[config.mk]
export PLATFORM = sky130hd
export DESIGN_NAME = taj_ram
export DESIGN_NICKNAME = d
export VERILOG_FILES = /design/src/rtl/taj_ram.sv
export SDC_FILE = /design/constraint.sdc
export NUM_CORES = 1
export LEC_CHECK = 0
export ABC_CLOCK_PERIOD_IN_PS = 1570
export BUFFER_PORTS_ARGS = -buffer_cell sky130_fd_sc_hd__buf_2
export CAP_MARGIN = 30
export CELL_PAD_IN_SITES_DETAIL_PLACEMENT = 1
export CELL_PAD_IN_SITES_GLOBAL_PLACEMENT = 2
export CORE_UTILIZATION = 43
export CTS_BUF_LIST = sky130_fd_sc_hd__clkbuf_4 sky130_fd_sc_hd__clkbuf_8 sky130_fd_sc_hd__clkbuf_16
export DETAILED_ROUTE_END_ITERATION = 8
export PLACE_DENSITY_LB_ADDON = 0.12
export SETUP_SLACK_MARGIN = 0.3
export SYNTH_ARGS = -nofsm -noshare
export SYNTH_HDL_FRONTEND = slang
export SYNTH_SLANG_ARGS = --single-unit
[constraint.sdc]
create_clock -name clk_i -period 1.57 [get_ports clk_i]
set_input_delay 0.157 -clock clk_i [delete_from_list [all_inputs] [get_ports clk_i]]
set_output_delay 0.157 -clock clk_i [all_outputs]
set_load 0.1 [all_outputs]
[src/rtl/taj_ram.sv]
`timescale 1ns / 1ps
// ----------------------------------------------------------------------------
// taj_ram
// Generic simple dual-port RAM: one write port, one read port, registered read.
// ----------------------------------------------------------------------------
module taj_ram #(
  parameter int unsigned WIDTH = 8,
  parameter int unsigned DEPTH = 16
) (
  input  logic                     clk_i,
  input  logic                     we_i,
  input  logic [$clog2(DEPTH)-1:0] waddr_i,
  input  logic [WIDTH-1:0]         wdata_i,
  input  logic [$clog2(DEPTH)-1:0] raddr_i,
  output logic [WIDTH-1:0]         rdata_o
);

  logic [WIDTH-1:0] mem_q [DEPTH];
  logic [WIDTH-1:0] rdata_q;

  always_ff @(posedge clk_i) begin
    if (we_i) begin
      mem_q[waddr_i] <= wdata_i;
    end
    rdata_q <= mem_q[raddr_i];
  end

  assign rdata_o = rdata_q;

endmodule

Yosys cells after proc, flatten, opt, wreduce, memory -nomap -nowiden. Memory sizes are Yosys's and may differ from the RTL's. A register that Yosys moved wholly into a read port is not among the register bits. Cells that the tools add are included.

Register bits after elaboration: 0. Memories: 1. Input bits: 18. Word-level logic and storage cells: 3. Output and inout bits: 8. Memory bits (writable): 128.

Memory list: mem_q (words 16, width 8, read ports 1, clocked after Yosys merged registers in 1, wr ports 1, RTL line 18) `logic [WIDTH-1:0] mem_q [DEPTH];`.

Muxes and demuxes: 2.

Operator list (number): $mux W1 (2).

Depth between registers and ports, before layout.
Word-level depth: 2. Mapped depth: 5. Depth with buffers taken out: 3.

Worst setup path after synthesis. OpenSTA, ideal clock, no wires.

Path kind: input -> register. From: in waddr_i[2]. To: mem mem_q[0][0] (enable). Stages: 2. Setup time: 0.383 ns. Arrival: 1.267 ns. Data required time: 1.187 ns. Slack: -0.080 ns. Path buffers: 0. Cell sequence: or3b_2 > nor3_1.

RTL lines: start, declared (RTL line 12) `input logic [$clog2(DEPTH)-1:0] waddr_i,`; end, declared (RTL line 18).

No word-level cell before the write port.

==> impl_metrics.py <==
metrics = {
    "status": {
        "status": "finished with violations",
        "violations": "design-rule violations",
    },
    "logic_synthesis": {
        "synth_fp_nets": 247,
        "ys_seq_area_frac": 0.778,
        "ys_ff_latch": 136,
        "ys_types": 19,
        "avgSynthCellArea_um2": 22.5,
        "syn_area_um2": 5150,
        "synth_top_area_cell": "edfxtp_1",
        "ys_warn_count": 0,
        "synth_top_area_frac": 0.747,
        "synthTopCellsByArea": "edfxtp_1 75%, mux4_2 7.9%, mux4_1 7.1%",
        "syn_inst": 229,
    },
    "setup_path": {
        "slowest_stage": "mux4_2",
        "path_cells": "mux4_2 > a22oi_2 > nand2_1",
        "reg2reg_depth": 3,
        "rrSetupSlack_ps": 310,
        "cpPeakStageDelay_ps": 490,
        "crit_cells": 3,
        "critPathLaunch": "mem_q[3][0]",
        "crit_type": "register to register",
        "cp.required_ps": 1870,
        "cp-end-kind": "register",
        "endpoint": "rdata_o[0]",
        "cp.arrival_ps": 1560,
        "crit_family": "multiplexers",
        "r2r_start": "mem_q[3][0]",
        "cp_max_fo": 1,
        "worstSetupStartpointType": "register",
        "rr_endpoint": "rdata_o[0]",
        "cp_num_buf_inv": 0,
    },
    "routing": {
        "avgViaCountPerCell": 5.46,
        "routed_wl_um": 10100,
        "routed-via-count": 2388,
        "drt_pre_antenna_iters": 6,
        "drc": 2,
        "ant_nets": 0,
        "drt_iter0_drc": 118,
        "post_drt_wl_per_cell_um": 23.2,
    },
    "timing": {
        "tightest_slew_ps": 964,
        "max_slew_margin": 0.356,
        "finalWorstSetupSlack_ps": 310,
        "clock_skew_ps": 6.06,
        "fin_crit_ps": 1260,
        "hold_slack_ps": 129,
        "rsz0062_at_grt": "true",
        "fin_tns_setup_ps": 0,
        "finalHoldViolCount": 0,
        "setup_viol": 0,
        "fmax_mhz": 794,
        "post-route-period-util": 0.803,
        "slew_viol_final": 0,
    },
    "clock_network": {
        "cts_buffers": 17,
        "htree_levels": 4,
        "cts.clk_slew.worst_paths_ps": 50,
        "insertion_delay_ps": 420,
        "cts_root_buffer": "clkbuf_16",
        "clockBufferDepth": 2,
        "cts_tree": "built",
        "cts_sinks": 136,
        "postCtsHoldBufs": 0,
    },
    "cells_and_area": {
        "final_cell_mix": "128 x edfxtp_1, 28 x mux4_2, 22 x buf_4",
        "mostFrequentLayoutCell": "edfxtp_1",
        "final_area_um2": 6140,
        "final_nets": 300,
        "drive_gt1_frac": 0.398,
        "final_util": 0.531,
        "diodes": 0,
        "finalNonFillerCells": 437,
        "area_growth_pct": 19.3,
    },
    "run": {
        "drv_cap": 0,
    },
    "placed_design": {
        "dp.cells": 406,
        "place_area_um2": 5590,
        "pre_cts_ws_ps": -24.9,
        "io_buffers": 25,
        "hpwl_um": 6460,
        "place_congestion": 0.686,
    },
    "global_route": {
        "grt_pass1_wl_um": 15800,
        "grt_antenna_before_repair": 0,
        "grt_max_degree": 33,
        "grt_pass1_vias": 2655,
        "grt_usage": 0.184,
        "overflow": 0,
    },
    "hold_path": {
        "hp-class": "input pin to register",
        "hp-start": "wdata_i[7]",
    },
    "die": {
        "dieHeight_um": 111,
        "pin_count": 26,
        "core-area_um2": 11600,
        "row_count": 39,
        "die-area_um2": 12400,
        "start_util": 0.445,
        "die_w_um": 111,
    },
    "pwr": {
        "totalPowerFinal_mw": 8.11,
        "p_leak_nw": 2.05,
        "power.density_nw_per_um2": 1320,
        "ir_drop_mv": 0.597,
    },
}
## power breakdown
group / leakage (nW) / internal (mW) / switching, mW
clock: 0.265 / 2.12 / 1.31
combinational: 0.565 / 0.196 / 0.398
sequential: 1.22 / 4.06 / 0.0288
total: 2.05 / 6.38 / 1.73
## sequential cells by signal (all words and copies together) (netlist names)
name and cells:
mem_q 128, rdata_o 8
## repair_timing
item,in CTS,in global routing
pin swaps,5,3
resized for setup,22,6
setup endpoints to repair,15,8
setup buffers,0,0
hold endpoints to repair,0,0
## cell type report
class                   count  area [µm²]
fillers                  1025        5420
flip-flops and latches    136        4000
multi-input cells          83        1100
clock buffers              24         484
repair buffers             44         342
well taps                 143         179
clock inverters             7        31.3
## worst min-delay path by stage
stage | to | slack [ps] | cells past startpoint
CTS | mem_q[5][5] | 110 | 1
detailed placement | mem_q[6][5] | 560 | 1
global route | mem_q[0][1] | 120 | 1
floorplan | mem_q[0][0] | 260 | 0
global placement | mem_q[6][5] | 550 | 1
finish | mem_q[6][7] | 130 | 1
## cells in the mapped netlist
cell / instances
a22oi_1: 16
and2_1: 1
and2b_1: 1
buf_2: 3
buf_4: 1
buf_6: 3
clkdlybuf4s25_2: 3
dfxtp_1: 8
edfxtp_1: 128
mux4_1: 14
mux4_2: 18
nand2_1: 9
nand2b_1: 2
nand3_1: 1
nand3b_1: 2
nor2_1: 13
nor2b_1: 1
nor3_1: 4
or3b_2: 1
## metal layers
metal  part of all wire  global-route usage  vias up
met5                  0                   0        -
met4              0.022              0.0892        0
met3              0.030              0.0512       17
met2               0.50               0.289       50
met1               0.45               0.240     1250
li1                   -                   -     1071
## logic make-up (layout without fill, tap and decap cells)
logic type,Yosys count,in the layout,share of synthesized area
AO/OA/AOI/OAI,16,16,0.0233
AND/OR/NAND/NOR,35,35,0.0318
buffers and inverters,10,75,0.0168
flip-flops,136,136,0.778
multiplexers,32,32,0.150
Power figures use the tool's default switching activity.
