`src/rtl/taj_pkg.sv`:
```
`timescale 1ns / 1ps
// ----------------------------------------------------------------------------
// taj_pkg
// Types, sizes and codes shared by the tree ancestor jump table block.
// ----------------------------------------------------------------------------
package taj_pkg;

  localparam int unsigned NODES  = 1024;
  localparam int unsigned LEVELS = 10;

  localparam int unsigned NODE_W = $clog2(NODES);
  localparam int unsigned LVL_W  = (LEVELS > 1) ? $clog2(LEVELS) : 1;
  localparam int unsigned CNT_W  = NODE_W + 1;
  localparam int unsigned JA_W   = LVL_W + NODE_W;
  localparam int unsigned JDEPTH = NODES * LEVELS;

  localparam int unsigned CMD_W  = 2;
  localparam int unsigned FLD_W  = 10;
  localparam int unsigned TIME_W = 11;
  localparam int unsigned CFG_W  = 11;
  localparam int unsigned KW     = (LEVELS > FLD_W) ? LEVELS : FLD_W;

  typedef enum logic [CMD_W-1:0] {
    CMD_LOAD  = 2'd0,
    CMD_BUILD = 2'd1,
    CMD_KTH   = 2'd2,
    CMD_LCA   = 2'd3
  } taj_cmd_e;

  typedef enum logic [3:0] {
    ST_IDLE,
    ST_BLD_A,
    ST_BLD_B,
    ST_BLD_C,
    ST_KTH,
    ST_KTH_USE,
    ST_LCA_TU,
    ST_LCA_TV,
    ST_LCA_UV,
    ST_LCA_VU,
    ST_LCA_JMP,
    ST_LCA_W,
    ST_LCA_CMP,
    ST_LCA_FIN,
    ST_LCA_END,
    ST_RESULT
  } taj_state_e;

  typedef struct packed {
    logic [TIME_W-1:0] entry;
    logic [TIME_W-1:0] exit_t;
  } taj_times_t;

  typedef struct packed {
    logic              we;
    logic [JA_W-1:0]   waddr;
    logic [NODE_W-1:0] wdata;
    logic [JA_W-1:0]   raddr;
  } taj_jmp_req_t;

  typedef struct packed {
    logic              we;
    logic [NODE_W-1:0] waddr;
    taj_times_t        wdata;
    logic [NODE_W-1:0] raddr;
  } taj_tim_req_t;

  function automatic logic [JA_W-1:0] jaddr(logic [LVL_W-1:0] lvl, logic [NODE_W-1:0] node);
    return {lvl, node};
  endfunction

  function automatic logic [NODE_W-1:0] wrap_node(logic [FLD_W-1:0] n);
    logic [31:0] wide;
    wide = 32'(n);
    return wide[NODE_W-1:0];
  endfunction

endpackage

```
`src/rtl/taj_if.sv`:
```


interface taj_in_if;
  logic                       valid;
  logic                       ready;
  logic [taj_pkg::CMD_W-1:0]  cmd;
  logic [taj_pkg::FLD_W-1:0]  node;
  logic [taj_pkg::FLD_W-1:0]  other_node;
  logic [taj_pkg::FLD_W-1:0]  steps_up;
  logic [taj_pkg::TIME_W-1:0] entry_time;
  logic [taj_pkg::TIME_W-1:0] exit_time;

  modport source (output valid, output cmd, output node, output other_node,
                  output steps_up, output entry_time, output exit_time, input ready);
  modport sink   (input valid, input cmd, input node, input other_node,
                  input steps_up, input entry_time, input exit_time, output ready);
endinterface

interface taj_out_if;
  logic                      valid;
  logic                      ready;
  logic [taj_pkg::FLD_W-1:0] answer_node;

  modport source (output valid, output answer_node, input ready);
  modport sink   (input valid, input answer_node, output ready);
endinterface

```
`src/rtl/taj_anc_cmp.sv`:
```
`timescale 1ns / 1ps
// ----------------------------------------------------------------------------
// taj_anc_cmp
// Strict ancestor test on Euler-tour times: anc encloses desc on both ends.
// ----------------------------------------------------------------------------
module taj_anc_cmp (
  input  taj_pkg::taj_times_t anc_i,
  input  taj_pkg::taj_times_t desc_i,
  output logic                is_anc_o
);

  assign is_anc_o = (desc_i.entry > anc_i.entry) && (anc_i.exit_t > desc_i.exit_t);

endmodule

```
`src/rtl/taj_seq.sv`:
```
`timescale 1ns / 1ps
// ----------------------------------------------------------------------------
// taj_seq
// Sequencer: loads, table build, k-th ancestor climb and common ancestor walk
// over the shared table read port and one ancestor comparator.
// ----------------------------------------------------------------------------
module taj_seq (
  input  logic                          clk_i,
  input  logic                          rst_ni,
  input  logic [taj_pkg::CFG_W-1:0]     node_count_i,
  taj_in_if.sink                        in_i,
  taj_out_if.source                     out_o,
  output taj_pkg::taj_jmp_req_t         jmp_req_o,
  input  logic [taj_pkg::NODE_W-1:0]    jmp_rdata_i,
  output taj_pkg::taj_tim_req_t         tim_req_o,
  input  taj_pkg::taj_times_t           tim_rdata_i
);

  localparam logic [taj_pkg::LVL_W-1:0] LVL_TOP  = taj_pkg::LVL_W'(taj_pkg::LEVELS - 1);
  localparam logic [taj_pkg::LVL_W-1:0] LVL_ZERO = '0;
  localparam logic [taj_pkg::LVL_W-1:0] LVL_ONE  = taj_pkg::LVL_W'(1);

  taj_pkg::taj_state_e            state_q, state_d;
  logic [taj_pkg::NODE_W-1:0]     v_q, v_d;
  logic [taj_pkg::NODE_W-1:0]     u_q, u_d;
  logic [taj_pkg::NODE_W-1:0]     w_q, w_d;
  logic [taj_pkg::NODE_W-1:0]     i_q, i_d;
  logic [taj_pkg::CNT_W-1:0]      n_q, n_d;
  logic [taj_pkg::LVL_W-1:0]      lvl_q, lvl_d;
  logic [taj_pkg::KW-1:0]         k_q, k_d;
  logic [taj_pkg::NODE_W-1:0]     ans_q, ans_d;
  taj_pkg::taj_times_t            tu_q, tu_d;
  taj_pkg::taj_times_t            tv_q, tv_d;
  logic                           out_valid_q, out_valid_d;
  logic [taj_pkg::NODE_W-1:0]     out_node_q, out_node_d;

  taj_pkg::taj_times_t            cmp_anc, cmp_desc;
  logic                           is_anc;
  logic                           accept;
  logic [taj_pkg::NODE_W-1:0]     in_v, in_u;
  logic [taj_pkg::CNT_W-1:0]      n_clamp;
  logic                           last_node;

  taj_anc_cmp u_cmp (
    .anc_i    (cmp_anc),
    .desc_i   (cmp_desc),
    .is_anc_o (is_anc)
  );

  assign in_i.ready        = (state_q == taj_pkg::ST_IDLE);
  assign accept            = in_i.valid && in_i.ready;
  assign in_v              = taj_pkg::wrap_node(in_i.node);
  assign in_u              = taj_pkg::wrap_node(in_i.other_node);
  assign out_o.valid       = out_valid_q;
  assign out_o.answer_node = taj_pkg::FLD_W'(out_node_q);
  assign last_node         = ({1'b0, i_q} + taj_pkg::CNT_W'(1)) == n_q;

  always_comb begin
    if (32'(node_count_i) >= 32'(taj_pkg::NODES)) begin
      n_clamp = taj_pkg::CNT_W'(taj_pkg::NODES);
    end else begin
      n_clamp = taj_pkg::CNT_W'(node_count_i);
    end
  end

  always_ff @(posedge clk_i or negedge rst_ni) begin
    if (!rst_ni) begin
      state_q     <= taj_pkg::ST_IDLE;
      out_valid_q <= 1'b0;
    end else begin
      state_q     <= state_d;
      out_valid_q <= out_valid_d;
    end
  end

  always_ff @(posedge clk_i) begin
    v_q        <= v_d;
    u_q        <= u_d;
    w_q        <= w_d;
    i_q        <= i_d;
    n_q        <= n_d;
    lvl_q      <= lvl_d;
    k_q        <= k_d;
    ans_q      <= ans_d;
    tu_q       <= tu_d;
    tv_q       <= tv_d;
    out_node_q <= out_node_d;
  end

  always_comb begin
    state_d     = state_q;
    v_d         = v_q;
    u_d         = u_q;
    w_d         = w_q;
    i_d         = i_q;
    n_d         = n_q;
    lvl_d       = lvl_q;
    k_d         = k_q;
    ans_d       = ans_q;
    tu_d        = tu_q;
    tv_d        = tv_q;
    out_node_d  = out_node_q;
    out_valid_d = out_valid_q && !out_o.ready;
    jmp_req_o   = '0;
    tim_req_o   = '0;
    cmp_anc     = tu_q;
    cmp_desc    = tim_rdata_i;

    unique case (state_q)
      taj_pkg::ST_IDLE: begin
        if (accept) begin
          v_d   = in_v;
          u_d   = in_u;
          k_d   = taj_pkg::KW'(in_i.steps_up);
          lvl_d = LVL_TOP;
          case (taj_pkg::taj_cmd_e'(in_i.cmd))
            taj_pkg::CMD_LOAD: begin
              jmp_req_o.we          = 1'b1;
              jmp_req_o.waddr       = taj_pkg::jaddr(LVL_ZERO, in_v);
              jmp_req_o.wdata       = in_u;
              tim_req_o.we          = 1'b1;
              tim_req_o.waddr       = in_v;
              tim_req_o.wdata.entry  = in_i.entry_time;
              tim_req_o.wdata.exit_t = in_i.exit_time;
            end
            taj_pkg::CMD_BUILD: begin
              n_d   = n_clamp;
              i_d   = '0;
              lvl_d = LVL_ONE;
              if (n_clamp != '0 && taj_pkg::LEVELS > 1) begin
                state_d = taj_pkg::ST_BLD_A;
              end
            end
            taj_pkg::CMD_KTH: begin
              state_d = taj_pkg::ST_KTH;
            end
            default: begin
              if (in_v == in_u) begin
                ans_d   = in_v;
                state_d = taj_pkg::ST_RESULT;
              end else begin
                state_d = taj_pkg::ST_LCA_TU;
              end
            end
          endcase
        end
      end

      // build: jump(i, lvl) = jump(jump(i, lvl-1), lvl-1)
      taj_pkg::ST_BLD_A: begin
        jmp_req_o.raddr = taj_pkg::jaddr(lvl_q - LVL_ONE, i_q);
        state_d         = taj_pkg::ST_BLD_B;
      end
      taj_pkg::ST_BLD_B: begin
        jmp_req_o.raddr = taj_pkg::jaddr(lvl_q - LVL_ONE, jmp_rdata_i);
        state_d         = taj_pkg::ST_BLD_C;
      end
      taj_pkg::ST_BLD_C: begin
        jmp_req_o.we    = 1'b1;
        jmp_req_o.waddr = taj_pkg::jaddr(lvl_q, i_q);
        jmp_req_o.wdata = jmp_rdata_i;
        state_d         = taj_pkg::ST_BLD_A;
        if (last_node) begin
          i_d = '0;
          if (lvl_q == LVL_TOP) begin
            state_d = taj_pkg::ST_IDLE;
          end else begin
            lvl_d = lvl_q + LVL_ONE;
          end
        end else begin
          i_d = i_q + taj_pkg::NODE_W'(1);
        end
      end

      // k-th ancestor: hop on set bits, top level first
      taj_pkg::ST_KTH: begin
        if (k_q[lvl_q]) begin
          jmp_req_o.raddr = taj_pkg::jaddr(lvl_q, v_q);
          state_d         = taj_pkg::ST_KTH_USE;
        end else if (lvl_q == LVL_ZERO) begin
          ans_d   = v_q;
          state_d = taj_pkg::ST_RESULT;
        end else begin
          lvl_d = lvl_q - LVL_ONE;
        end
      end
      taj_pkg::ST_KTH_USE: begin
        v_d = jmp_rdata_i;
        if (lvl_q == LVL_ZERO) begin
          ans_d   = jmp_rdata_i;
          state_d = taj_pkg::ST_RESULT;
        end else begin
          lvl_d   = lvl_q - LVL_ONE;
          state_d = taj_pkg::ST_KTH;
        end
      end

      // common ancestor
      taj_pkg::ST_LCA_TU: begin
        tim_req_o.raddr = u_q;
        state_d         = taj_pkg::ST_LCA_TV;
      end
      taj_pkg::ST_LCA_TV: begin
        tu_d            = tim_rdata_i;
        tim_req_o.raddr = v_q;
        state_d         = taj_pkg::ST_LCA_UV;
      end
      taj_pkg::ST_LCA_UV: begin
        tv_d     = tim_rdata_i;
        cmp_anc  = tu_q;
        cmp_desc = tim_rdata_i;
        if (is_anc) begin
          ans_d   = u_q;
          state_d = taj_pkg::ST_RESULT;
        end else begin
          state_d = taj_pkg::ST_LCA_VU;
        end
      end
      taj_pkg::ST_LCA_VU: begin
        cmp_anc  = tv_q;
        cmp_desc = tu_q;
        if (is_anc) begin
          ans_d   = v_q;
          state_d = taj_pkg::ST_RESULT;
        end else begin
          lvl_d   = LVL_TOP;
          state_d = taj_pkg::ST_LCA_JMP;
        end
      end
      taj_pkg::ST_LCA_JMP: begin
        jmp_req_o.raddr = taj_pkg::jaddr(lvl_q, v_q);
        state_d         = taj_pkg::ST_LCA_W;
      end
      taj_pkg::ST_LCA_W: begin
        w_d             = jmp_rdata_i;
        tim_req_o.raddr = jmp_rdata_i;
        state_d         = taj_pkg::ST_LCA_CMP;
      end
      taj_pkg::ST_LCA_CMP: begin
        cmp_anc  = tim_rdata_i;
        cmp_desc = tu_q;
        if (!is_anc) begin
          v_d = w_q;
        end
        if (lvl_q == LVL_ZERO) begin
          state_d = taj_pkg::ST_LCA_FIN;
        end else begin
          lvl_d   = lvl_q - LVL_ONE;
          state_d = taj_pkg::ST_LCA_JMP;
        end
      end
      taj_pkg::ST_LCA_FIN: begin
        jmp_req_o.raddr = taj_pkg::jaddr(LVL_ZERO, v_q);
        state_d         = taj_pkg::ST_LCA_END;
      end
      taj_pkg::ST_LCA_END: begin
        ans_d   = jmp_rdata_i;
        state_d = taj_pkg::ST_RESULT;
      end

      // hand over to the output register once it is free
      taj_pkg::ST_RESULT: begin
        if (!out_valid_q || out_o.ready) begin
          out_valid_d = 1'b1;
          out_node_d  = ans_q;
          state_d     = taj_pkg::ST_IDLE;
        end
      end

      default: begin
        state_d = taj_pkg::ST_IDLE;
      end
    endcase
  end

endmodule

```
`src/flat_wrapper.sv`:
```
// flat-port wrapper written by rule: the top's interface ports become plain ports
module taj_seq_flat 
  (clk_i, rst_ni, node_count_i, jmp_req_o, jmp_rdata_i, tim_req_o, tim_rdata_i, in_i_valid, in_i_cmd, in_i_node, in_i_other_node, in_i_steps_up, in_i_entry_time, in_i_exit_time, in_i_ready, out_o_valid, out_o_answer_node, out_o_ready);
  taj_in_if in_i_i ();
  taj_out_if out_o_i ();
  input  logic clk_i;
  input  logic rst_ni;
  input  logic [taj_pkg::CFG_W-1:0] node_count_i;
  output taj_pkg::taj_jmp_req_t jmp_req_o;
  input  logic [taj_pkg::NODE_W-1:0] jmp_rdata_i;
  output taj_pkg::taj_tim_req_t tim_req_o;
  input  taj_pkg::taj_times_t tim_rdata_i;
  input wire logic [$bits(in_i_i.valid)-1:0] in_i_valid;
  input wire logic [$bits(in_i_i.cmd)-1:0] in_i_cmd;
  input wire logic [$bits(in_i_i.node)-1:0] in_i_node;
  input wire logic [$bits(in_i_i.other_node)-1:0] in_i_other_node;
  input wire logic [$bits(in_i_i.steps_up)-1:0] in_i_steps_up;
  input wire logic [$bits(in_i_i.entry_time)-1:0] in_i_entry_time;
  input wire logic [$bits(in_i_i.exit_time)-1:0] in_i_exit_time;
  output wire logic [$bits(in_i_i.ready)-1:0] in_i_ready;
  output wire logic [$bits(out_o_i.valid)-1:0] out_o_valid;
  output wire logic [$bits(out_o_i.answer_node)-1:0] out_o_answer_node;
  input wire logic [$bits(out_o_i.ready)-1:0] out_o_ready;
  assign in_i_i.valid = in_i_valid;
  assign in_i_i.cmd = in_i_cmd;
  assign in_i_i.node = in_i_node;
  assign in_i_i.other_node = in_i_other_node;
  assign in_i_i.steps_up = in_i_steps_up;
  assign in_i_i.entry_time = in_i_entry_time;
  assign in_i_i.exit_time = in_i_exit_time;
  assign in_i_ready = in_i_i.ready;
  assign out_o_valid = out_o_i.valid;
  assign out_o_answer_node = out_o_i.answer_node;
  assign out_o_i.ready = out_o_ready;
  taj_seq u_core (.clk_i(clk_i), .rst_ni(rst_ni), .node_count_i(node_count_i), .in_i(in_i_i), .out_o(out_o_i), .jmp_req_o(jmp_req_o), .jmp_rdata_i(jmp_rdata_i), .tim_req_o(tim_req_o), .tim_rdata_i(tim_rdata_i));
endmodule
```
`config.mk`:
```
export PLATFORM = sky130hd
export DESIGN_NAME = taj_seq_flat
export DESIGN_NICKNAME = d
export VERILOG_FILES = /design/src/rtl/taj_pkg.sv /design/src/rtl/taj_if.sv /design/src/rtl/taj_anc_cmp.sv /design/src/rtl/taj_seq.sv /design/src/flat_wrapper.sv
export SDC_FILE = /design/constraint.sdc
export NUM_CORES = 1
export LEC_CHECK = 0
export ABC_AREA = 0
export BUFFER_PORTS_ARGS = -buffer_cell sky130_fd_sc_hd__buf_2
export CORE_ASPECT_RATIO = 0.9
export CORE_MARGIN = 8
export CORE_UTILIZATION = 57
export DETAILED_ROUTE_END_ITERATION = 8
export PLACE_DENSITY = 0.92
export SYNTH_ARGS = -nofsm -noshare
export SYNTH_HDL_FRONTEND = slang
export SYNTH_HIERARCHICAL = 1
export SYNTH_SLANG_ARGS = --single-unit
```
`constraint.sdc`:
```
create_clock -name clk_i -period 7.4 [get_ports clk_i]
set_clock_uncertainty 0.2 [all_clocks]
set_input_delay 0.74 -clock clk_i [delete_from_list [all_inputs] [get_ports clk_i]]
set_output_delay 0.74 -clock clk_i [all_outputs]
set_load 0.005 [all_outputs]
```
* Word-level counts from Yosys, hierarchy flattened *
Cells that the tools add are included.
W data, S select, Z words.

word-level totals
  bits in registers = 134
  output and inout bits = 94
  input bits = 101
  word-level logic and storage cells = 139

cells by class
  order comparisons = 4
  equal/unequal tests = 37
  multiplexer cells = 54
  $add $sub $neg = 4
  reductions and logical operators = 25

operator list
  cell                     number
  $mux W10                 13
  $mux W33                 3
  $pmux W14 S5             1
  $pmux W4 S16             1
  $mux W4                  15
  $pmux W10 S3             2
  $pmux W10 S6             1
  $mux W25                 2
  $pmux W25 S2             1
  $pmux W22 S2             1
  $eq A4 B4 Y1 const B     9
  $gt A11 B11 Y1           2
  $mux W22                 1
  $pmux W10 S2             1
  $pmux W4 S5              1
  $ne A2 B2 Y1 const B     9
  $eq A4 B3 Y1 const B     4
  $mux W14                 1
  $ne A2 B1 Y1 const B     6
  $pmux W4 S3              1
  $add A10 B1 Y11 const B  1
  $eq A11 B11 Y1           1
  $ge A11 B11 Y1 const B   1
  $mux W11                 1
  other kinds (31)         45

* Logic depth before layout (Yosys ltp) *
Gate-level depths: netlist (run 1).

  depth after elaboration = 7
  depth in mapped cells = 21
  gate-level depth less buffers = 17

* Cells and area by module *
Netlist (run 1), hierarchy kept.

modules (own cells, without submodules)
  module       cells each  times used  area each (um2)  seq. area each (um2)
  taj_seq      760         1           7,732.4          3,998.8
  taj_anc_cmp  76          1           553.0            0.0

* Least setup slack after synthesis (run 1) *
OpenSTA, ideal clock, no wires.

  kind = register -> register
  start point = reg u_core.state_q[2]
  end point = reg u_core/v_q[0] (netlist name) (enable)
  clock period less this slack = 4.464 ns
  library setup time = 0.393 ns
  path buffers = 3
  setup slack = 2.936 ns
  cell stages (with the launch flop) = 17
  data required time = 6.807 ns
  arrival = 3.870 ns
  cells stage by stage = dfrtp_1 -> buf_2 -> nand2b_1 -> buf_2 -> nor2_1 -> nor2_1 -> buf_2 -> mux2_2 -> ha_1 -> a21oi_1 -> o21ai_0 -> a221oi_1 -> o21ai_1 -> and4_1 -> nor2_1 -> a211oi_1 -> a211oi_1

RTL lines
  item                    RTL line       text
  start, declared         taj_seq.sv:23  taj_pkg::taj_state_e state_q, state_d;
  start signal, assigned  taj_seq.sv:68  state_q <= taj_pkg::ST_IDLE;
  start signal, assigned  taj_seq.sv:71  state_q <= state_d;
  end signal, assigned    taj_seq.sv:77  v_q <= v_d;
  end, declared           taj_seq.sv:24  logic [taj_pkg::NODE_W-1:0] v_q, v_d;

==> results of run 1 <==
==> kinds of logic after synthesis <==
kind of cell             count (synthesis)  share of synthesized area
adder cells (fa/ha/maj)                 30                     0.0453
flip-flops                             134                      0.483
AND/OR/NAND/NOR                        314                      0.183
XOR/XNOR                                27                     0.0285
buffers and inverters                   93                     0.0473
AO/OA/AOI/OAI                          211                      0.174
multiplexers                            27                     0.0391
==> power by group through the flow <==
| stage | Clock (mW) | Sequential, mW | Combinational, mW |
|---|---|---|---|
| 6_report | 0.797 | 1.22 | 1.52 |
| 5_1_grt | 0.831 | 1.24 | 1.65 |
| 4_1_cts | 0.801 | 1.22 | 1.48 |
| 3_5_place_dp | 0 | 1.23 | 1.45 |
| 3_3_place_gp | 0 | 1.22 | 1.39 |
| 2_1_floorplan | 0 | 1.12 | 1.06 |
==> cell usage in the layout (no fill, tap or decap), drive strengths merged, types with 3 or more instances in the layout <==
master / n
buf: 210
edfxtp: 129
nand2: 116
nor2: 66
a22oi: 43
o21ai: 43
a21oi: 39
and2: 36
inv: 35
ha: 30
nor2b: 23
mux2: 23
a21o: 22
clkbuf: 22
a22o: 19
nand3: 16
xor2: 14
xnor2: 13
nand2b: 11
nor3: 11
nand4: 8
clkinv: 7
and3: 6
nor4: 6
a211oi: 6
a221oi: 5
a31oi: 5
dfrtp: 5
o22ai: 4
or2: 3
and4: 3
o21a: 3
==> worst paths after layout <==
| kind | start | endpoint | cells past startpoint |
|---|---|---|---|
| setup / recovery | u_core/state_q[1] | u_core/lvl_q[0] | 17 |
| hold / removal | u_core/ans_q[0] | u_core/out_o.answer_node[0] | 0 |
| setup reg to reg | u_core/state_q[1] | u_core/lvl_q[0] | 17 |
| hold reg to reg | u_core/ans_q[0] | u_core/out_o.answer_node[0] | 0 |
| max in group asynchronous | rst_ni | u_core/state_q[0] | 2 |
| min in group asynchronous | rst_ni | u_core/state_q[2] | 2 |
==> layout make-up <==
cell class,instances,area [um2]
Fill cell,984,4170
Sequential cell,134,4000
Multi-Input combinational cell,609,3910
Timing Repair Buffer,211,1100
Clock buffer,22,444
Tap cell,193,241
Inverter,36,135
Clock inverter,10,106
==> layer usage <==
layer / global-route usage / routed length (um) / up-vias
li1: - / - / 3388
met1: 0.350 / 9690 / 3548
met2: 0.464 / 12600 / 600
met3: 0.0754 / 3210 / 93
met4: 0.132 / 973 / 2
met5: 0 / 12 / -
==> stage by stage <==
stage,power [mW],std cells,utilization,hold WS (ns)
floorplan,2.18,836,-,0.200
global placement,2.61,1182,0.665,0.205
detailed placement,2.68,1182,0.665,0.208
CTS,3.49,1215,0.705,0.218
global route,3.72,1215,0.705,0.220
finish,3.54,1215,0.705,0.216
==> state kept, by name, indices dropped and copies added, names as in the netlist <==
name and flops:
u_core/tu_q 22, u_core/u_q 10, u_core/n_q 11, u_core/out_o.answer_node 10
u_core/i_q 10, u_core/w_q 10, u_core/ans_q 10, u_core/state_q 4
u_core/k_q 10, u_core/tv_q 22, u_core/v_q 10, u_core/out_o.valid 1
u_core/lvl_q 4
==> worst max-delay path, stage by stage (launching register included) <==
cell and delay (ns):
dfrtp_1 0.78, nand2b_1 0.32, nor2_1 0.08, buf_4 0.24, nor2_2 0.81, buf_4 0.39
mux2_2 0.38, ha_1 0.30, nand3_1 0.12, nor3_2 0.06, a221oi_1 0.26, o21ai_1 0.14
and4_1 0.27, or3_1 0.33, o21ai_0 0.08, a22oi_1 0.09, a221oi_1 0.21, and3_1 0.28
==> timing repair <==
| item | CTS | global route |
|---|---|---|
| hold buffers | 1 | 0 |
| setup buffers | 0 | 0 |
| hold endpoints to repair | 5 | 0 |
==> metrics.csv, run 1 <==
metric;value;unit
core outline area;14100;um2
final period utilization;0.763;
maximum clock path buffer count;2;
CTS tree;yes;
Via density;6.28;
area share of the largest cell type after synthesis;0.468;
Final Wtd Congestion;0.984;
Total Nets Final;1140;
PostCTS Resize Cnt;0;
number of synthesized flops with an enable pin;129;
final antenna-violating net count;0;
die area;18700;um2
GRT Resource Usage Total;0.285;
HP Class;register to register;
Initial DRC Count;1087;
worst setup margin;1.75;ns
flop-to-flop setup slack;1.75;ns
# rows;41;
switching part of the total power;0.399;
largest area contributor in the netlist;edfxtp_1;
clock slew at reported path FFs;0.05;ns
Int Power;2.13;mW
placed cell area;9380;um2
initial antenna violation count;1;
Initial Util;0.587;
design area;9940;um2
Seq/Total Area, Yosys;0.483;
Gate Count Post-Synth;836;
Lkg Pwr;4.40;nW
Port Buffer Count;194;
Comb pwr share;0.429;
CP Launch Type;register;
DRT Pass-1 Iters;8;
vias in the first global route;7565;
root buffer cell;clkbuf_16;
Hold Vio Cnt, Final;0;
# clock sinks;134;
Clock power frac;0.225;
drc violations;0;
Tmin final;5.65;ns
largest net degree at the start of global routing;41;
synth warn;6;
syn_nets;967;
CP Max Fanout;25;
share of cells above drive strength 1;0.271;
dpl ws;1.97;ns
result of the run;complete, no violations;
max-cap violation count;0;
CTS Buf Count;17;
Synth cell types;64;
top cells by count, synth;129 x edfxtp_1, 116 x nand2_1, 66 x nor2_1, 43 x a22oi_1, 41 x o21ai_0;
GRT overflow;0;
I/O pins;195;
# setup viols final;0;
Routed wire per std cell;21.8;um
Syn Std Cell Area;8290;um2
top cells by area, synth;edfxtp_1 47%, nand2_1 5.3%, ha_1 4.5%, a22oi_1 3.9%, mux2_2 3.1%;
fmax;177;MHz
post-route setup TNS;0;ns
Main synth FF type;edfxtp_1;
endpoint class of the critical path;register;
die height;130;um
WP data arrival;5.56;ns
most common cell in the netlist;edfxtp_1;
Max VDD drop;0.219;mV
measured slew at the worst slew-check pin;1.04;ns
max-slew violation count;0;
DP HPWL;19000;um
first-pass GRT wire length;40600;um
Cell Pwr Density;356;nW/um2
critical path type;register to register;
Antenna Cells;0;
slew margin rel.;0.303;
sequential share of power;0.346;
Area growth, synth to finish;20.0;%
Via Count;7631;
asr flop ratio synth;0.0373;
H-tree Lvls;4;
final WL;26500;um
Die X;143;um
total net switching power;1.41;mW
RSZ-0062 raised after global routing;no;
syn avg cell area;9.91;um2
Seq cells post-synth;134;
WP data required;7.32;ns
Worst-Skew Late Latency;0.42;ns
(Power assumes the default switching activity.)
==> run 2: changes to the inputs <==
--- a/config.mk
+++ b/config.mk
@@ -9,9 +9,9 @@
 export BUFFER_PORTS_ARGS = -buffer_cell sky130_fd_sc_hd__buf_2
 export CORE_ASPECT_RATIO = 0.9
 export CORE_MARGIN = 8
-export CORE_UTILIZATION = 57
+export CORE_UTILIZATION = 55
 export DETAILED_ROUTE_END_ITERATION = 8
-export PLACE_DENSITY = 0.92
+export PLACE_DENSITY = 0.89
 export SYNTH_ARGS = -nofsm -noshare
 export SYNTH_HDL_FRONTEND = slang
 export SYNTH_HIERARCHICAL = 1
==> constraint.sdc (replaced) <==
create_clock -name clk_i -period 5.9 [get_ports clk_i]
set_clock_uncertainty 0.2 [all_clocks]
set_input_delay 0.59 -clock clk_i [delete_from_list [all_inputs] [get_ports clk_i]]
set_output_delay 0.59 -clock clk_i [all_outputs]
set_load 0.005 [all_outputs]
==> run 2 against run 1 <==
Critical path depth stayed put; sequential power grew 24%; hold slack worse by 0.080 ns; total power up 24%; count of clock-buffer cells in the layout shrank 2; die area rose by 3.2%; utilization is 2.9 points lower; clock power is 24% higher; fmax rose by 19%; largest cell class unchanged; sequential cell count unchanged.
==> metrics.csv, run 2 (synthesis results as in run 1) <==
metric;value;unit
result of the run;complete, no violations;
Via density;6.11;
maximum clock path buffer count;2;
clock slew at reported path FFs;0.05;ns
# rows;42;
Via Count;7447;
Initial Util;0.563;
drc violations;0;
Hold Vio Cnt, Final;0;
GR peak layer;met2;
Lkg Pwr;4.40;nW
H-tree Lvls;4;
I/O pins;195;
HP Class;primary input to register;
# setup viols final;0;
WP data required;5.82;ns
initial antenna violation count;1;
# clock sinks;134;
Largest regs;u_core/tu_q: 22 flops, u_core/tv_q: 22 flops, u_core/n_q: 11 flops;
met3 Use GR;0.0613;
Tmin final;4.75;ns
Total Nets Final;1140;
RSZ-0062 raised after global routing;no;
measured slew at the worst slew-check pin;1.04;ns
Layout fillers;1084;
Max VDD drop;0.302;mV
DP HPWL;18400;um
endpoint class of the critical path;register;
vias in the first global route;7188;
DRT Pass-1 Iters;6;
final antenna-violating net count;0;
commonest non-fill, non-tap cells in the layout;194 x buf_2, 129 x edfxtp_1, 116 x nand2_1, 63 x nor2_1, 43 x a22oi_1;
Final Wtd Congestion;0.951;
die height;132;um
final period utilization;0.805;
CP Launch Type;register;
post-route setup TNS;0;ns
Hold Slack;0.135;ns
critical path type;register to register;
GRT Resource Usage Total;0.257;
setup bufs post-CTS;0;
Antenna Cells;0;
CP Max Fanout;44;
Area growth, synth to finish;20.1;%
fmax;210;MHz
Cell Pwr Density;442;nW/um2
Worst-Skew Late Latency;0.43;ns
largest net degree at the start of global routing;45;
CTS tree;yes;
first-pass GRT wire length;39100;um
commonest non-fill, non-tap cell in the layout;buf_2;
GRT overflow;0;
Die X;145;um
die area;19300;um2
WP data arrival;4.67;ns
root buffer cell;clkbuf_16;
final WL;25200;um
GR Util met2;0.416;
Port Buffer Count;194;
Routed wire per std cell;20.7;um
slew margin rel.;0.308;
max-cap violation count;0;
core outline area;14700;um2
share of cells above drive strength 1;0.272;
GRT met1 Usage;0.324;
max-slew violation count;0;
Initial DRC Count;940;
CTS Buf Count;17;
## run 2: cell count changes in the layout (fill, tap and decap cells not counted)
| cell | previous run | this run |
|---|---|---|
| clkinv_1 | 3 | 4 |
| clkbuf_1 | 5 | 3 |
| o31ai_1 | 2 | 1 |
| o31ai_2 | 0 | 1 |
## run 2: path summary, 6_finish.rpt
| check | slack (ns) | startpoint | to | cells after the start |
|---|---|---|---|---|
| worst max-delay path | 1.15 | u_core/state_q[3] | u_core/lvl_q[1] | 17 |
| worst min-delay path | 0.14 | in_i_steps_up[9] | u_core/k_q[9] | 1 |
| worst max register to register | 1.15 | u_core/state_q[3] | u_core/lvl_q[1] | 17 |
| worst min register to register | 0.22 | u_core/ans_q[9] | u_core/out_o.answer_node[9] | 0 |
| max in group asynchronous | 5.05 | rst_ni | u_core/state_q[2] | 2 |
| min in group asynchronous | 0.31 | rst_ni | u_core/state_q[0] | 2 |
## run 2: cell type report
class	count	area [um2]	area share
sequential	134	4000	0.402
multi-input combinational	609	3920	0.394
timing repair buffer	211	1100	0.111
clock buffer	20	437	0.0439
tap	198	248	0.0249
inverter	36	135	0.0136
clock inverter	11	110	0.0111
## run 2: critical path, stage by stage, from the launching register on
cell,delay [ns]
dfrtp_1,0.59
nand2b_1,0.34
nor2_1,0.11
nor2_2,0.10
buf_4,0.42
mux2_2,0.39
inv_1,0.05
ha_1,0.23
a21oi_1,0.18
nor2_1,0.08
a211oi_1,0.30
o211ai_1,0.14
and4_1,0.28
or3_1,0.32
o21ai_0,0.08
a22oi_1,0.08
a221oi_1,0.22
and3_1,0.30
## run 2: metal layers
metal / vias up / share of wire
li1: 3399 / -
met1: 3525 / 0.40
met2: 466 / 0.47
met3: 55 / 0.10
met4: 2 / 0.027
met5: - / 0.00040
## run 2: where the power goes
part	total (mW)	internal, mW	leakage [nW]	switching (mW)
Combinational	1.89	0.721	2.90	1.17
Clock	0.989	0.611	0.262	0.378
Sequential	1.51	1.33	1.24	0.180
Total	4.39	2.66	4.40	1.73
## run 2: timing repair
action                    in CTS  in global routing
gates resized for setup        0                  0
hold buffers                   1                  0
hold endpoints to repair       5                  0
## run 2: per-stage QoR
stage	utilization	setup WS, ns	instance area, um2	power [mW]	std cells
3_3_place_gp	0.638	1.45	9390	3.31	1187
5_1_grt	0.676	0.975	9950	4.64	1219
6_report	0.676	1.15	9950	4.39	1219
4_1_cts	0.676	1.25	9950	4.36	1219
2_1_floorplan	-	1.44	8290	2.74	836
3_5_place_dp	0.638	1.27	9390	3.36	1187
